$ cat config.mk
export PLATFORM = sky130hd
export DESIGN_NAME = smooth_l1_loss_unit
export DESIGN_NICKNAME = d
export VERILOG_FILES = /design/src/hdl/sl1_pkg.sv /design/src/hdl/sl1_front.sv /design/src/hdl/sl1_fifo.sv /design/src/hdl/sl1_mul.sv /design/src/hdl/sl1_back.sv /design/src/hdl/smooth_l1_loss_unit.sv
export SDC_FILE = /design/constraint.sdc
export NUM_CORES = 2
export LEC_CHECK = 0
export BUFFER_PORTS_ARGS = -buffer_cell sky130_fd_sc_hd__buf_2
export CAP_MARGIN = 20
export CORE_MARGIN = 8
export CORE_UTILIZATION = 58
export CTS_BUF_LIST = sky130_fd_sc_hd__clkbuf_4 sky130_fd_sc_hd__clkbuf_8 sky130_fd_sc_hd__clkbuf_16
export DETAILED_ROUTE_END_ITERATION = 12
export MAX_ROUTING_LAYER = met4
export PLACE_DENSITY = 0.75
export SLEW_MARGIN = 20
export SYNTH_ARGS = -nofsm -noshare
export SYNTH_HDL_FRONTEND = slang
export SYNTH_HIERARCHICAL = 1
export SYNTH_SLANG_ARGS = --single-unit
$ cat constraint.sdc
create_clock -name clk -period 13.1 [get_ports clk]
set_input_delay 2.62 -clock clk [delete_from_list [all_inputs] [get_ports clk]]
set_output_delay 2.62 -clock clk [all_outputs]
set_load 0.01 [all_outputs]
$ cat src/hdl/sl1_pkg.sv
// Shared types, constants and helper functions for the smooth L1 loss unit.
// Used by every module under hdl/; depends on nothing else.
`default_nettype none

package sl1_pkg;

  localparam int FRAC_BITS  = 16;
  localparam int DATA_W     = 32;
  localparam int ACC_W      = 64;
  localparam int GRAD_W     = (DATA_W < 32) ? DATA_W : 32;
  localparam int LOSS_W     = 63;
  localparam int CFG_IDX_W  = 3;
  localparam int CFG_DATA_W = 32;
  localparam int FIFO_DEPTH = 4;
  localparam int FIFO_AW    = 2;
  localparam int FIFO_CW    = 3;

  localparam logic [63:0] ACC_MAX   = {64{1'b1}} >> (64 - ACC_W);
  localparam logic [63:0] LOSS_MAX  = {1'b0, {63{1'b1}}};
  localparam logic [63:0] GRAD_PMAX = (64'd1 << (GRAD_W - 1)) - 64'd1;
  localparam logic [63:0] GRAD_NMAX = 64'd1 << (GRAD_W - 1);
  localparam logic [63:0] ONE_Q     = 64'd1 << FRAC_BITS;

  localparam logic KIND_FWD = 1'b0;
  localparam logic KIND_BWD = 1'b1;
  localparam logic RES_LOSS = 1'b0;
  localparam logic RES_GRAD = 1'b1;

  typedef enum logic [CFG_IDX_W-1:0] {
    REG_SIGMA_SQ       = 3'd0,
    REG_INV_SIGMA_SQ   = 3'd1,
    REG_INV_BATCH      = 3'd2,
    REG_GRAD_SCALE     = 3'd3,
    REG_INSIDE_ON      = 3'd4,
    REG_OUTSIDE_ON     = 3'd5,
    REG_GRAD_PRED_ON   = 3'd6,
    REG_GRAD_TARGET_ON = 3'd7
  } sl1_reg_t;

  typedef struct packed {
    logic               kind;
    logic signed [31:0] prediction;
    logic signed [31:0] target;
    logic        [31:0] inside_weight;
    logic        [31:0] outside_weight;
    logic               last;
  } sl1_in_t;

  typedef struct packed {
    logic               result_kind;
    logic [LOSS_W-1:0]  loss;
    logic signed [31:0] grad_pred;
    logic signed [31:0] grad_target;
    logic               saturated;
  } sl1_out_t;

  // Queue word: the element after classification.
  typedef struct packed {
    logic        kind;
    logic        last;
    logic        neg;
    logic [32:0] mag;
    logic [31:0] w_in;
    logic [31:0] w_out;
  } sl1_ent_t;

  typedef struct packed {
    logic [31:0] sigma_sq;
    logic [31:0] inv_sigma_sq;
    logic [16:0] inv_batch;
    logic [31:0] grad_scale;
    logic        inside_on;
    logic        outside_on;
    logic        grad_pred_on;
    logic        grad_target_on;
  } sl1_cfg_t;

  typedef struct packed {
    logic        start;
    logic [63:0] a;
    logic [31:0] b;
    logic        sh_extra;
  } sl1_mul_req_t;

  typedef struct packed {
    logic        busy;
    logic        done;
    logic [63:0] res;
    logic        sat;
  } sl1_mul_rsp_t;

  typedef struct packed {
    logic [31:0] bits;
    logic        sat;
  } sl1_clamp_t;

  typedef enum logic [3:0] {
    S_IDLE,
    S_WIN,
    S_BAND,
    S_SQ,
    S_SIG,
    S_WOUT,
    S_ACC,
    S_LOSS,
    S_GSIG,
    S_GSC,
    S_GWIN,
    S_GWOUT,
    S_GOUT,
    S_EMIT
  } sl1_state_t;

  // Clamp a sign and magnitude pair to the signed gradient width.
  function automatic sl1_clamp_t clamp_grad(input logic neg, input logic [63:0] mag);
    sl1_clamp_t r;
    r.sat = neg ? (mag > GRAD_NMAX) : (mag > GRAD_PMAX);
    if (!neg) begin
      r.bits = r.sat ? GRAD_PMAX[31:0] : mag[31:0];
    end else begin
      r.bits = r.sat ? (~GRAD_NMAX[31:0] + 32'd1) : (~mag[31:0] + 32'd1);
    end
    return r;
  endfunction

endpackage

`default_nettype wire

$ cat src/hdl/sl1_front.sv
// Front stage: accepts input words, forms the difference and splits it into sign
// and magnitude. Depends on sl1_pkg.
`default_nettype none

module sl1_front import sl1_pkg::*; (
  input  wire logic     clk,
  input  wire logic     rst_n,
  input  wire logic     in_valid,
  output logic          in_ready,
  input  wire sl1_in_t  in_data,
  input  wire logic     q_full,
  output logic          q_push,
  output sl1_ent_t      q_ent
);

  logic    st_vld_r;
  sl1_in_t st_item_r;
  logic [32:0] d_pt;
  logic [32:0] d_tp;

  assign q_push   = st_vld_r && !q_full;
  assign in_ready = !st_vld_r || !q_full;

  always_ff @(posedge clk) begin
    if (!rst_n) begin
      st_vld_r <= 1'b0;
    end else if (in_valid && in_ready) begin
      st_vld_r <= 1'b1;
    end else if (q_push) begin
      st_vld_r <= 1'b0;
    end
  end

  always_ff @(posedge clk) begin
    if (in_valid && in_ready) begin
      st_item_r <= in_data;
    end
  end

  always_comb begin
    d_pt = {st_item_r.prediction[31], st_item_r.prediction}
         - {st_item_r.target[31], st_item_r.target};
    d_tp = {st_item_r.target[31], st_item_r.target}
         - {st_item_r.prediction[31], st_item_r.prediction};
    q_ent.kind  = st_item_r.kind;
    q_ent.last  = st_item_r.last;
    q_ent.neg   = d_pt[32];
    q_ent.mag   = d_pt[32] ? d_tp : d_pt;
    q_ent.w_in  = st_item_r.inside_weight;
    q_ent.w_out = st_item_r.outside_weight;
  end

endmodule

`default_nettype wire

$ cat src/hdl/sl1_fifo.sv
// Short queue of classified elements between the front stage and the back end.
// Depends on sl1_pkg.
`default_nettype none

module sl1_fifo import sl1_pkg::*; (
  input  wire logic     clk,
  input  wire logic     rst_n,
  input  wire logic     push,
  input  wire sl1_ent_t push_ent,
  input  wire logic     pop,
  output sl1_ent_t      pop_ent,
  output logic          full,
  output logic          empty
);

  sl1_ent_t             ent_r [FIFO_DEPTH];
  logic [FIFO_AW-1:0]   wr_ptr_r;
  logic [FIFO_AW-1:0]   rd_ptr_r;
  logic [FIFO_CW-1:0]   count_r;

  assign full    = (count_r == FIFO_CW'(FIFO_DEPTH));
  assign empty   = (count_r == '0);
  assign pop_ent = ent_r[rd_ptr_r];

  always_ff @(posedge clk) begin
    if (!rst_n) begin
      wr_ptr_r <= '0;
      rd_ptr_r <= '0;
      count_r  <= '0;
    end else begin
      if (push) begin
        wr_ptr_r <= wr_ptr_r + FIFO_AW'(1);
      end
      if (pop) begin
        rd_ptr_r <= rd_ptr_r + FIFO_AW'(1);
      end
      if (push && !pop) begin
        count_r <= count_r + FIFO_CW'(1);
      end else if (pop && !push) begin
        count_r <= count_r - FIFO_CW'(1);
      end
    end
  end

  always_ff @(posedge clk) begin
    if (push) begin
      ent_r[wr_ptr_r] <= push_ent;
    end
  end

  a_no_overflow: assert property (@(posedge clk) disable iff (!rst_n)
    count_r <= FIFO_CW'(FIFO_DEPTH))
    else $error("queue count beyond its depth");

  a_count_up: assert property (@(posedge clk) disable iff (!rst_n)
    (push && !pop) |=> (count_r == $past(count_r) + FIFO_CW'(1)))
    else $error("queue count did not follow a lone push");

endmodule

`default_nettype wire

$ cat src/hdl/sl1_mul.sv
// Iterative 64x32 multiplier with a truncating right shift and saturation to 64 bits.
// Two 32x32 products per request; it takes a new request only once the last is done. Depends on sl1_pkg.
`default_nettype none

module sl1_mul import sl1_pkg::*; (
  input  wire logic         clk,
  input  wire logic         rst_n,
  input  wire sl1_mul_req_t req,
  output sl1_mul_rsp_t      rsp
);

  logic [1:0]  cnt_r;
  logic [31:0] a_hi_r;
  logic [31:0] b_r;
  logic        sh_r;
  logic [63:0] prod_r;
  logic [63:0] lo_r;
  logic [63:0] res_r;
  logic        sat_r;

  logic [31:0] mult_a;
  logic [31:0] mult_b;
  logic [63:0] mult_p;
  logic [95:0] full_p;
  logic [95:0] shifted;

  // The low half of the operand goes in on the start cycle, the high half next.
  assign mult_a  = (cnt_r == 2'd0) ? req.a[31:0] : a_hi_r;
  assign mult_b  = (cnt_r == 2'd0) ? req.b : b_r;
  assign mult_p  = mult_a * mult_b;
  assign full_p  = {32'd0, lo_r} + {prod_r, 32'd0};
  assign shifted = sh_r ? (full_p >> (FRAC_BITS + 1)) : (full_p >> FRAC_BITS);

  assign rsp.busy = (cnt_r != 2'd0);
  assign rsp.done = (cnt_r == 2'd3);
  assign rsp.res  = res_r;
  assign rsp.sat  = sat_r;

  always_ff @(posedge clk) begin
    if (!rst_n) begin
      cnt_r <= 2'd0;
    end else begin
      unique case (cnt_r)
        2'd0: if (req.start) begin
          cnt_r <= 2'd1;
        end
        2'd1: cnt_r <= 2'd2;
        2'd2: cnt_r <= 2'd3;
        2'd3: cnt_r <= 2'd0;
      endcase
    end
  end

  always_ff @(posedge clk) begin
    if (cnt_r == 2'd0 && req.start) begin
      a_hi_r <= req.a[63:32];
      b_r    <= req.b;
      sh_r   <= req.sh_extra;
      prod_r <= mult_p;
    end
    if (cnt_r == 2'd1) begin
      lo_r   <= prod_r;
      prod_r <= mult_p;
    end
    if (cnt_r == 2'd2) begin
      sat_r <= |shifted[95:64];
      res_r <= (|shifted[95:64]) ? {64{1'b1}} : shifted[63:0];
    end
  end

endmodule

`default_nettype wire

$ cat src/hdl/sl1_back.sv
// Back end: sequences the multiplies for one element, keeps the loss accumulator
// and holds the result word. Depends on sl1_pkg and sl1_mul.
`default_nettype none

module sl1_back import sl1_pkg::*; (
  input  wire logic     clk,
  input  wire logic     rst_n,
  input  wire sl1_cfg_t cfg,
  input  wire logic     q_empty,
  input  wire sl1_ent_t q_ent,
  output logic          q_pop,
  output logic          out_valid,
  input  wire logic     out_ready,
  output sl1_out_t      out_data
);

  sl1_state_t   state_r;
  sl1_state_t   state_nxt;

  logic [63:0]  m_r;
  logic [63:0]  val_r;
  logic         neg_r;
  logic         kind_r;
  logic         last_r;
  logic [31:0]  w_in_r;
  logic [31:0]  w_out_r;
  logic         vsat_r;
  logic [63:0]  acc_r;
  logic         clip_r;
  sl1_out_t     res_r;
  logic         out_valid_r;
  sl1_out_t     out_data_r;

  sl1_mul_req_t mul_req;
  sl1_mul_rsp_t mul_rsp;
  logic         mul_state;
  logic         emit;
  logic         in_band;
  logic         gneg;
  logic [31:0]  gmag;
  logic [64:0]  acc_sum;
  logic         acc_ovf;
  logic         loss_sat;
  logic         g_sign;
  sl1_clamp_t   cp;
  sl1_clamp_t   ct;
  logic         osat;

  sl1_mul u_mul (
    .clk   (clk),
    .rst_n (rst_n),
    .req   (mul_req),
    .rsp   (mul_rsp)
  );

  assign out_valid = out_valid_r;
  assign out_data  = out_data_r;

  assign in_band  = m_r < {32'd0, cfg.inv_sigma_sq};
  assign gneg     = cfg.grad_scale[31];
  assign gmag     = gneg ? (~cfg.grad_scale + 32'd1) : cfg.grad_scale;
  assign acc_sum  = {1'b0, acc_r} + {1'b0, val_r};
  assign acc_ovf  = acc_sum > {1'b0, ACC_MAX};
  assign loss_sat = mul_rsp.sat || (mul_rsp.res > LOSS_MAX);

  // A zero gradient carries no sign on either output.
  assign g_sign = (neg_r != gneg) && (val_r != '0);
  assign cp     = clamp_grad(g_sign, val_r);
  assign ct     = clamp_grad(!g_sign && (val_r != '0), val_r);
  assign osat   = (cfg.grad_pred_on && cp.sat) || (cfg.grad_target_on && ct.sat)
               || ((cfg.grad_pred_on || cfg.grad_target_on) && vsat_r);

  // Next state.
  always_comb begin
    state_nxt = state_r;
    unique case (state_r)
      S_IDLE: if (!q_empty) begin
        state_nxt = cfg.inside_on ? S_WIN : S_BAND;
      end
      S_WIN: if (mul_rsp.done) begin
        state_nxt = S_BAND;
      end
      S_BAND: begin
        if (kind_r == KIND_FWD) begin
          if (in_band) begin
            state_nxt = S_SQ;
          end else begin
            state_nxt = cfg.outside_on ? S_WOUT : S_ACC;
          end
        end else begin
          state_nxt = in_band ? S_GSIG : S_GSC;
        end
      end
      S_SQ: if (mul_rsp.done) begin
        state_nxt = S_SIG;
      end
      S_SIG: if (mul_rsp.done) begin
        state_nxt = cfg.outside_on ? S_WOUT : S_ACC;
      end
      S_WOUT: if (mul_rsp.done) begin
        state_nxt = S_ACC;
      end
      S_ACC: state_nxt = last_r ? S_LOSS : S_IDLE;
      S_LOSS: if (mul_rsp.done) begin
        state_nxt = S_EMIT;
      end
      S_GSIG: if (mul_rsp.done) begin
        state_nxt = S_GSC;
      end
      S_GSC: if (mul_rsp.done) begin
        if (cfg.inside_on) begin
          state_nxt = S_GWIN;
        end else begin
          state_nxt = cfg.outside_on ? S_GWOUT : S_GOUT;
        end
      end
      S_GWIN: if (mul_rsp.done) begin
        state_nxt = cfg.outside_on ? S_GWOUT : S_GOUT;
      end
      S_GWOUT: if (mul_rsp.done) begin
        state_nxt = S_GOUT;
      end
      S_GOUT: state_nxt = S_EMIT;
      S_EMIT: if (!out_valid_r || out_ready) begin
        state_nxt = S_IDLE;
      end
      default: state_nxt = S_IDLE;
    endcase
  end

  // Outputs of the sequencer: queue pop, multiplier operands, result load.
  always_comb begin
    q_pop            = (state_r == S_IDLE) && !q_empty;
    emit             = (state_r == S_EMIT) && (!out_valid_r || out_ready);
    mul_state        = 1'b1;
    mul_req.a        = val_r;
    mul_req.b        = w_out_r;
    mul_req.sh_extra = 1'b0;
    unique case (state_r)
      S_WIN: begin
        mul_req.a = m_r;
        mul_req.b = w_in_r;
      end
      S_SQ: begin
        mul_req.a = m_r;
        mul_req.b = m_r[31:0];
      end
      S_SIG: begin
        mul_req.b        = cfg.sigma_sq;
        mul_req.sh_extra = 1'b1;
      end
      S_WOUT, S_GWOUT: mul_req.b = w_out_r;
      S_LOSS: begin
        mul_req.a = acc_r;
        mul_req.b = {15'd0, cfg.inv_batch};
      end
      S_GSIG: begin
        mul_req.a = m_r;
        mul_req.b = cfg.sigma_sq;
      end
      S_GSC:  mul_req.b = gmag;
      S_GWIN: mul_req.b = w_in_r;
      default: mul_state = 1'b0;
    endcase
    mul_req.start = mul_state && !mul_rsp.busy;
  end

  always_ff @(posedge clk) begin
    if (!rst_n) begin
      state_r     <= S_IDLE;
      out_valid_r <= 1'b0;
      acc_r       <= '0;
      clip_r      <= 1'b0;
    end else begin
      state_r <= state_nxt;
      if (emit) begin
        out_valid_r <= 1'b1;
      end else if (out_ready) begin
        out_valid_r <= 1'b0;
      end
      if (state_r == S_ACC) begin
        acc_r  <= acc_ovf ? ACC_MAX : acc_sum[63:0];
        clip_r <= clip_r || vsat_r || acc_ovf;
      end else if (state_r == S_LOSS && mul_rsp.done) begin
        acc_r  <= '0;
        clip_r <= 1'b0;
      end
    end
  end

  always_ff @(posedge clk) begin
    if (q_pop) begin
      m_r     <= {31'd0, q_ent.mag};
      neg_r   <= q_ent.neg;
      kind_r  <= q_ent.kind;
      last_r  <= q_ent.last;
      w_in_r  <= q_ent.w_in;
      w_out_r <= q_ent.w_out;
      vsat_r  <= 1'b0;
    end
    if (state_r == S_WIN && mul_rsp.done) begin
      m_r    <= mul_rsp.res;
      vsat_r <= vsat_r || mul_rsp.sat;
    end
    // Outside the band; an in-band element overwrites this with a product later.
    if (state_r == S_BAND) begin
      if (kind_r == KIND_FWD) begin
        val_r <= m_r - {33'd0, cfg.inv_sigma_sq[31:1]};
      end else begin
        val_r <= (m_r != '0) ? ONE_Q : '0;
      end
    end
    if (mul_rsp.done && (state_r == S_SQ || state_r == S_SIG || state_r == S_WOUT
        || state_r == S_GSIG || state_r == S_GSC || state_r == S_GWIN
        || state_r == S_GWOUT)) begin
      val_r  <= mul_rsp.res;
      vsat_r <= vsat_r || mul_rsp.sat;
    end
    if (state_r == S_LOSS && mul_rsp.done) begin
      res_r.result_kind <= RES_LOSS;
      res_r.loss        <= loss_sat ? LOSS_MAX[LOSS_W-1:0] : mul_rsp.res[LOSS_W-1:0];
      res_r.grad_pred   <= '0;
      res_r.grad_target <= '0;
      res_r.saturated   <= loss_sat || clip_r;
    end
    if (state_r == S_GOUT) begin
      res_r.result_kind <= RES_GRAD;
      res_r.loss        <= '0;
      res_r.grad_pred   <= cfg.grad_pred_on ? cp.bits : '0;
      res_r.grad_target <= cfg.grad_target_on ? ct.bits : '0;
      res_r.saturated   <= osat;
    end
    if (emit) begin
      out_data_r <= res_r;
    end
  end

  a_mul_in_mul_state: assert property (@(posedge clk) disable iff (!rst_n)
    mul_rsp.busy |-> (state_r == S_WIN || state_r == S_SQ || state_r == S_SIG
      || state_r == S_WOUT || state_r == S_LOSS || state_r == S_GSIG
      || state_r == S_GSC || state_r == S_GWIN || state_r == S_GWOUT))
    else $error("multiplier busy outside a multiply step");

  a_acc_cleared: assert property (@(posedge clk) disable iff (!rst_n)
    (state_r == S_LOSS && mul_rsp.done) |=> (acc_r == '0 && !clip_r))
    else $error("accumulator not cleared after the batch result");

  a_grad_no_loss: assert property (@(posedge clk) disable iff (!rst_n)
    (out_valid_r && out_data_r.result_kind == RES_GRAD) |-> (out_data_r.loss == '0))
    else $error("gradient word carries a loss value");

endmodule

`default_nettype wire

$ cat src/hdl/smooth_l1_loss_unit.sv
// The back end's shared 64x32 multiplier sets the pace, with up to five multiplies per
// element; the front stage and queue take new elements while the back end works, until full.
// An element passes the front stage register and the queue, then the back-end steps;
// a batch's last forward element adds one more product for the mean.
// Reset: synchronous, active low; clears control, the accumulator and the
// configuration registers to their defaults at once, with no clearing pass.
`default_nettype none

module smooth_l1_loss_unit import sl1_pkg::*; (
  input  wire logic                  clk,
  input  wire logic                  rst_n,
  input  wire logic                  in_valid,
  output logic                       in_ready,
  input  wire sl1_in_t               in_data,
  output logic                       out_valid,
  input  wire logic                  out_ready,
  output sl1_out_t                   out_data,
  input  wire logic                  cfg_we,
  input  wire logic [CFG_IDX_W-1:0]  cfg_index,
  input  wire logic [CFG_DATA_W-1:0] cfg_wdata
);

  sl1_cfg_t cfg_r;
  logic     q_push;
  logic     q_pop;
  logic     q_full;
  logic     q_empty;
  sl1_ent_t q_in;
  sl1_ent_t q_out;

  always_ff @(posedge clk) begin
    if (!rst_n) begin
      cfg_r.sigma_sq       <= 32'h0001_0000;
      cfg_r.inv_sigma_sq   <= 32'h0001_0000;
      cfg_r.inv_batch      <= 17'h1_0000;
      cfg_r.grad_scale     <= 32'h0001_0000;
      cfg_r.inside_on      <= 1'b0;
      cfg_r.outside_on     <= 1'b0;
      cfg_r.grad_pred_on   <= 1'b1;
      cfg_r.grad_target_on <= 1'b1;
    end else if (cfg_we) begin
      unique case (sl1_reg_t'(cfg_index))
        REG_SIGMA_SQ:       cfg_r.sigma_sq       <= cfg_wdata;
        REG_INV_SIGMA_SQ:   cfg_r.inv_sigma_sq   <= cfg_wdata;
        REG_INV_BATCH:      cfg_r.inv_batch      <= cfg_wdata[16:0];
        REG_GRAD_SCALE:     cfg_r.grad_scale     <= cfg_wdata;
        REG_INSIDE_ON:      cfg_r.inside_on      <= cfg_wdata[0];
        REG_OUTSIDE_ON:     cfg_r.outside_on     <= cfg_wdata[0];
        REG_GRAD_PRED_ON:   cfg_r.grad_pred_on   <= cfg_wdata[0];
        REG_GRAD_TARGET_ON: cfg_r.grad_target_on <= cfg_wdata[0];
      endcase
    end
  end

  sl1_front u_front (
    .clk      (clk),
    .rst_n    (rst_n),
    .in_valid (in_valid),
    .in_ready (in_ready),
    .in_data  (in_data),
    .q_full   (q_full),
    .q_push   (q_push),
    .q_ent    (q_in)
  );

  sl1_fifo u_fifo (
    .clk      (clk),
    .rst_n    (rst_n),
    .push     (q_push),
    .push_ent (q_in),
    .pop      (q_pop),
    .pop_ent  (q_out),
    .full     (q_full),
    .empty    (q_empty)
  );

  sl1_back u_back (
    .clk       (clk),
    .rst_n     (rst_n),
    .cfg       (cfg_r),
    .q_empty   (q_empty),
    .q_ent     (q_out),
    .q_pop     (q_pop),
    .out_valid (out_valid),
    .out_ready (out_ready),
    .out_data  (out_data)
  );

endmodule

`default_nettype wire
* After elaboration in Yosys (flattened, before gate mapping)
Memories as Yosys holds them, arrays and structs flattened. A register that Yosys moved wholly into a read port is not among the register bits.
Cells that the tools add are included.
** Operators by class
- Add/subtract/negate cells :: 11
- Multipliers :: 1
- Order comparisons :: 5
- Equal/unequal tests :: 37
- Muxes and demuxes :: 70
- Bitwise gates (word level) :: 2
- Reduce and logical (&&, ||, !) cells :: 70
** Operators by type and width (number)
- $mux W64 :: 10
- $mux W32 :: 11
- $pmux W32 S5 :: 1
- $mux W65 :: 2
- $pmux W64 S2 :: 1
- $reduce_bool A64 Y1 :: 2
- $add A64 B96 Y96 :: 1
- $mux W80 :: 1
- $sub A32 B32 Y33 :: 2
- $add A64 B64 Y65 :: 1
- $gt A65 B64 Y1 const B :: 1
- $add A32 B1 Y32 const B :: 2
- $gt A64 B31 Y1 const B :: 1
- $gt A64 B32 Y1 const B :: 1
- $gt A64 B63 Y1 const B :: 1
- $lt A64 B32 Y1 :: 1
- $mul A32 B32 Y64 :: 1
- $not A32 Y32 :: 2
- $sub A64 B31 Y64 :: 1
- $mux W63 :: 1
- $mux W4 :: 14
- $pmux W4 S14 :: 1
- $mux W33 :: 1
- $reduce_or A32 Y1 :: 1
- other kinds (33) :: 135
** Word-level totals
- Register bits :: 1039
- RAM bits :: 400
- Input port bits :: 170
- Memories kept :: 1
** Memories
- u_fifo.ent_r :: words 4, bits a word 100, read ports 1, clocked after Yosys merged registers in 1, write ports 1, line sl1_fifo.sv:16 : sl1_ent_t ent_r [FIFO_DEPTH];

* Longest topological paths before layout
- Depth after elaboration :: 9
- Depth in mapped cells :: 41
- Mapped depth without buffers :: 36

* Modules after synthesis
Netlist, hierarchy kept.
** Modules (own cells, without submodules)
- sl1_mul :: times used 1, cells each 4661, area an instance 44174.9 um^2, sequential area each 7307.0 um^2
- sl1_back :: times used 1, cells each 3027, area an instance 29414.5 um^2, sequential area each 14393.8 um^2
- sl1_fifo :: times used 1, cells each 565, area an instance 14974.4 um^2, sequential area each 12191.7 um^2
- sl1_front :: times used 1, cells each 744, area an instance 8165.3 um^2, sequential area each 3923.8 um^2
- smooth_l1_loss_unit :: times used 1, cells each 426, area an instance 4354.2 um^2, sequential area each 2342.2 um^2

* Worst setup path after synthesis
OpenSTA, ideal clock, no wires.
- Path kind :: in2reg
- Start :: input out_ready
- End :: register u_back.out_data_r, in the netlist u_back/out_data[0] (enable)
- Arrival time :: 11387 ps
- Required time :: 12325 ps
- Slack :: 938 ps
- Stages on the path :: 2
- Cell sequence :: nor2b_1 > nor3_1
** On the way
- Word-level cells in the longest chain between the ends :: 2
** Ends and longest elaborated chain
- start, declared :: line smooth_l1_loss_unit.sv:16 : input wire logic out_ready,
- $logic_or A1 B1 Y1 :: line sl1_back.sv:134 : emit = (state_r == S_EMIT) && (!out_valid_r || out_ready);
- $logic_and A1 B1 Y1 :: line sl1_back.sv:134
- net u_back.emit :: line sl1_back.sv:37 : logic emit;
- end signal, assigned :: line sl1_back.sv:234 : out_data_r <= res_r;
- end, declared :: line sl1_back.sv:32 : sl1_out_t out_data_r;
The timed path passes the listed nets, and every way through them passes these cells.
A chain may end at the register's enable or synchronous reset.

==> flow_summary.toml <==
[global_routing]
grt_max_degree = 94
grt_pass1_wl_um = 518000
grt_pass1_vias = 76200
grt.total_usage_pct = 38.9
antenna_found_initial = 26
grt.overflow.total = 0

[yosys]
synth_top_family_by_area = "adder cells"
muxShareOfSynthArea_pct = 5.69
async_reset_ff_share_pct = 0
ys.flop_type = "edfxtp_1"
yosysWarnings = 6
synth_xor_area_share_pct = 2.51
synth_top_area_share_pct = 34.5
syn-cell-area_mm2 = 0.101
netlist-cell-type-count = 110
syn_inst = 9423
yosys.area_share.simple_pct = 12.1
synthAdderAreaFrac_pct = 24.0
syn-num-nets = 11000
synth_area_leaders = "edfxtp_1 35%, fa_1 18%, ha_1 6.1%"
yosys.area.top_type = "edfxtp_1"
seq_area_frac_synth_pct = 39.7
synth_compound_area_share_pct = 9.37
ys_ff_latch = 1425
synth_edf_count = 1162
synth_area_per_cell_um2 = 10.7

[cts]
cts_setup_buffers = 0
cts_made_buffers = 152
cts_tree = "done"
clk_path_buf_depth = 3
ctsResizeCount = 0
clk_latency_ns = 0.85
cts_max_level = 4
cts.sinks = 1425
cts_hold_buf = 0
path_clk_slew_ns = 0.07
cts_root_buf = "clkbuf_16"

[finish]
drive_gt1_share_pct = 11.4
final-instance-count-excl-fill = 12000
fin_nets = 11100
syn_to_final_growth_pct = 8.76

[drt]
dr.max_layer_used = "met4"
vias_per_cell = 6.39
met2_length_um = 153000
routedLengthMet1_um = 133000
avgRoutedWirePerCell_um = 30.0
vias = 76600
drc = 0
wl_met3_um = 46000
antenna_left = 0
dr.pass1.iters = 9
drt_wl_total_um = 359000
drtIter0Drc = 10700

[flow_run]
cap_viol_max_count = 0

[die]
core-area_mm2 = 0.173
die_x_um = 433
core.rowCount = 153
pin_count = 301
die_h_um = 433
dieArea_mm2 = 0.188
initial_utilization_pct = 58.3

[place]
gp_congestion = 1.06
io_buffers = 300
dp.cells = 11700
place_hpwl_um = 274000

[timing]
relSlewSlack_pct = 22.2
fmax_mhz = 79.6
period_share_pct = 95.9
rsz0062_at_grt = "no"
skew_ns = 0.0973
worstMarginPinSlew_ns = 1.16
post-route-min-period_ns = 12.56
hold_violations = 0
tns_ns = 0
setup_violations = 0
maxSlewViolCount = 0

[worst_setup_path]
worst_path_most_repeated_cell = "fa_1"
crit_type = "register to register"
path_buf_inv = 6
cp-end-kind = "register"
cp-start-kind = "register"
cpMaxStageDelayCell = "dfxtp_1"
slowest_delay_ns = 0.73
worstPathRequired_ns = 13.69
crit_arrival_ns = 13.16
crit_path_max_fanout = 17
critPathTopFamily = "compound AO/OA/AOI/OAI gates"

[hold_path]
hold_class = "register to register"

[run_status]
outcome = "completed"
-- routing by layer --
layer | vias to the layer above | GRT usage (%)
li1 | 32300 | -
met1 | 38000 | 49.6
met2 | 5087 | 55.4
met3 | 1175 | 11.8
met4 | 0 | 22.0
met5 | - | -
-- state kept, by name, indices dropped and copies added (netlist names), 66 cells and up, named ones only --
register and cells:
u_back/res_r 129, cfg_r 117, u_fifo/ent_r 400, u_back/out_data 129
u_front/q_ent 66
-- synth_stat cells (73+ instances only) --
library cell	instances
edfxtp_1	1162
clkbuf_1	364
xnor2_1	155
a21oi_1	427
ha_1	496
xor2_1	135
nor2_1	951
dfxtp_1	263
mux4_2	100
buf_4	73
a211oi_1	94
o21ai_0	327
fa_1	902
mux2_2	105
mux2i_1	231
nand3_1	82
a21o_1	154
nand2_1	1072
nor3_1	206
inv_1	1059
-- path summary, 6_finish.rpt --
kind / start / endpoint / slack [ns] / depth (start not counted)
worst max-delay path: u_back/state_r[3]$_SDFFE_PN0P_ / u_back/u_mul/prod_r[56]$_DFFE_PP_ / 0.54 / 32
worst min-delay path: u_back/res_r[58]$_SDFFCE_PN0P_ / u_back/out_data[58]$_DFFE_PP_ / 0.39 / 0
worst max register to register: u_back/state_r[3]$_SDFFE_PN0P_ / u_back/u_mul/prod_r[56]$_DFFE_PP_ / 0.54 / 32
worst min register to register: u_back/res_r[58]$_SDFFCE_PN0P_ / u_back/out_data[58]$_DFFE_PP_ / 0.39 / 0
-- layout make-up --
type                       instances  area [µm²]
antenna                           19        47.5
clock buffer                     184        4120
clock inverter                    97        1150
fill                           13800       63500
inverter                        1061        3990
multi-input combinational       6386       54700
sequential                      1425       40200
tap                             2325        2910
timing repair buffer             479        2860
-- through the flow --
| stage | util, % | hold WS, ns | setup WS [ns] | cell area [µm²] |
|---|---|---|---|---|
| after floorplan | - | 0.400 | 0.938 | 101000 |
| after global placement | 60.3 | 0.401 | 1.25 | 105000 |
| after detailed placement | 60.3 | 0.405 | 1.06 | 105000 |
| after CTS | 63.4 | 0.389 | 1.01 | 110000 |
| after global routing | 63.4 | 0.394 | 0.287 | 110000 |
| final | 63.4 | 0.391 | 0.539 | 110000 |
-- cell families (layout without fill, tap and decap cells) --
logic type                 count (synthesis)  count (layout)
adders and majority gates               1398            1398
DFF                                     1425            1425
AOI/OAI and AO/OA                       1475            1475
and+or+nand+nor                         2787            2787
muxes                                    436             436
xor gates and xnor gates                 290             290
other                                      0              19
buffers and inverters                   1612            1821
-- cell usage in the layout, fill, tap and decap left out, types with 105 or more instances in the layout --
master,netlist,final
a21o_1,154,154
a21oi_1,427,426
buf_2,52,299
buf_4,73,179
clkbuf_16,0,154
dfxtp_1,263,261
edfxtp_1,1162,1162
fa_1,902,902
ha_1,496,493
inv_1,1059,1059
mux2_2,105,105
mux2i_1,231,189
nand2_1,1072,1070
nor2_1,951,944
nor3_1,206,204
o21ai_0,327,326
xnor2_1,155,155
xor2_1,135,135
Power is left out: the tool's default activity adds up to more than one toggle a clock period on the data nets, which glitch-free logic cannot reach.
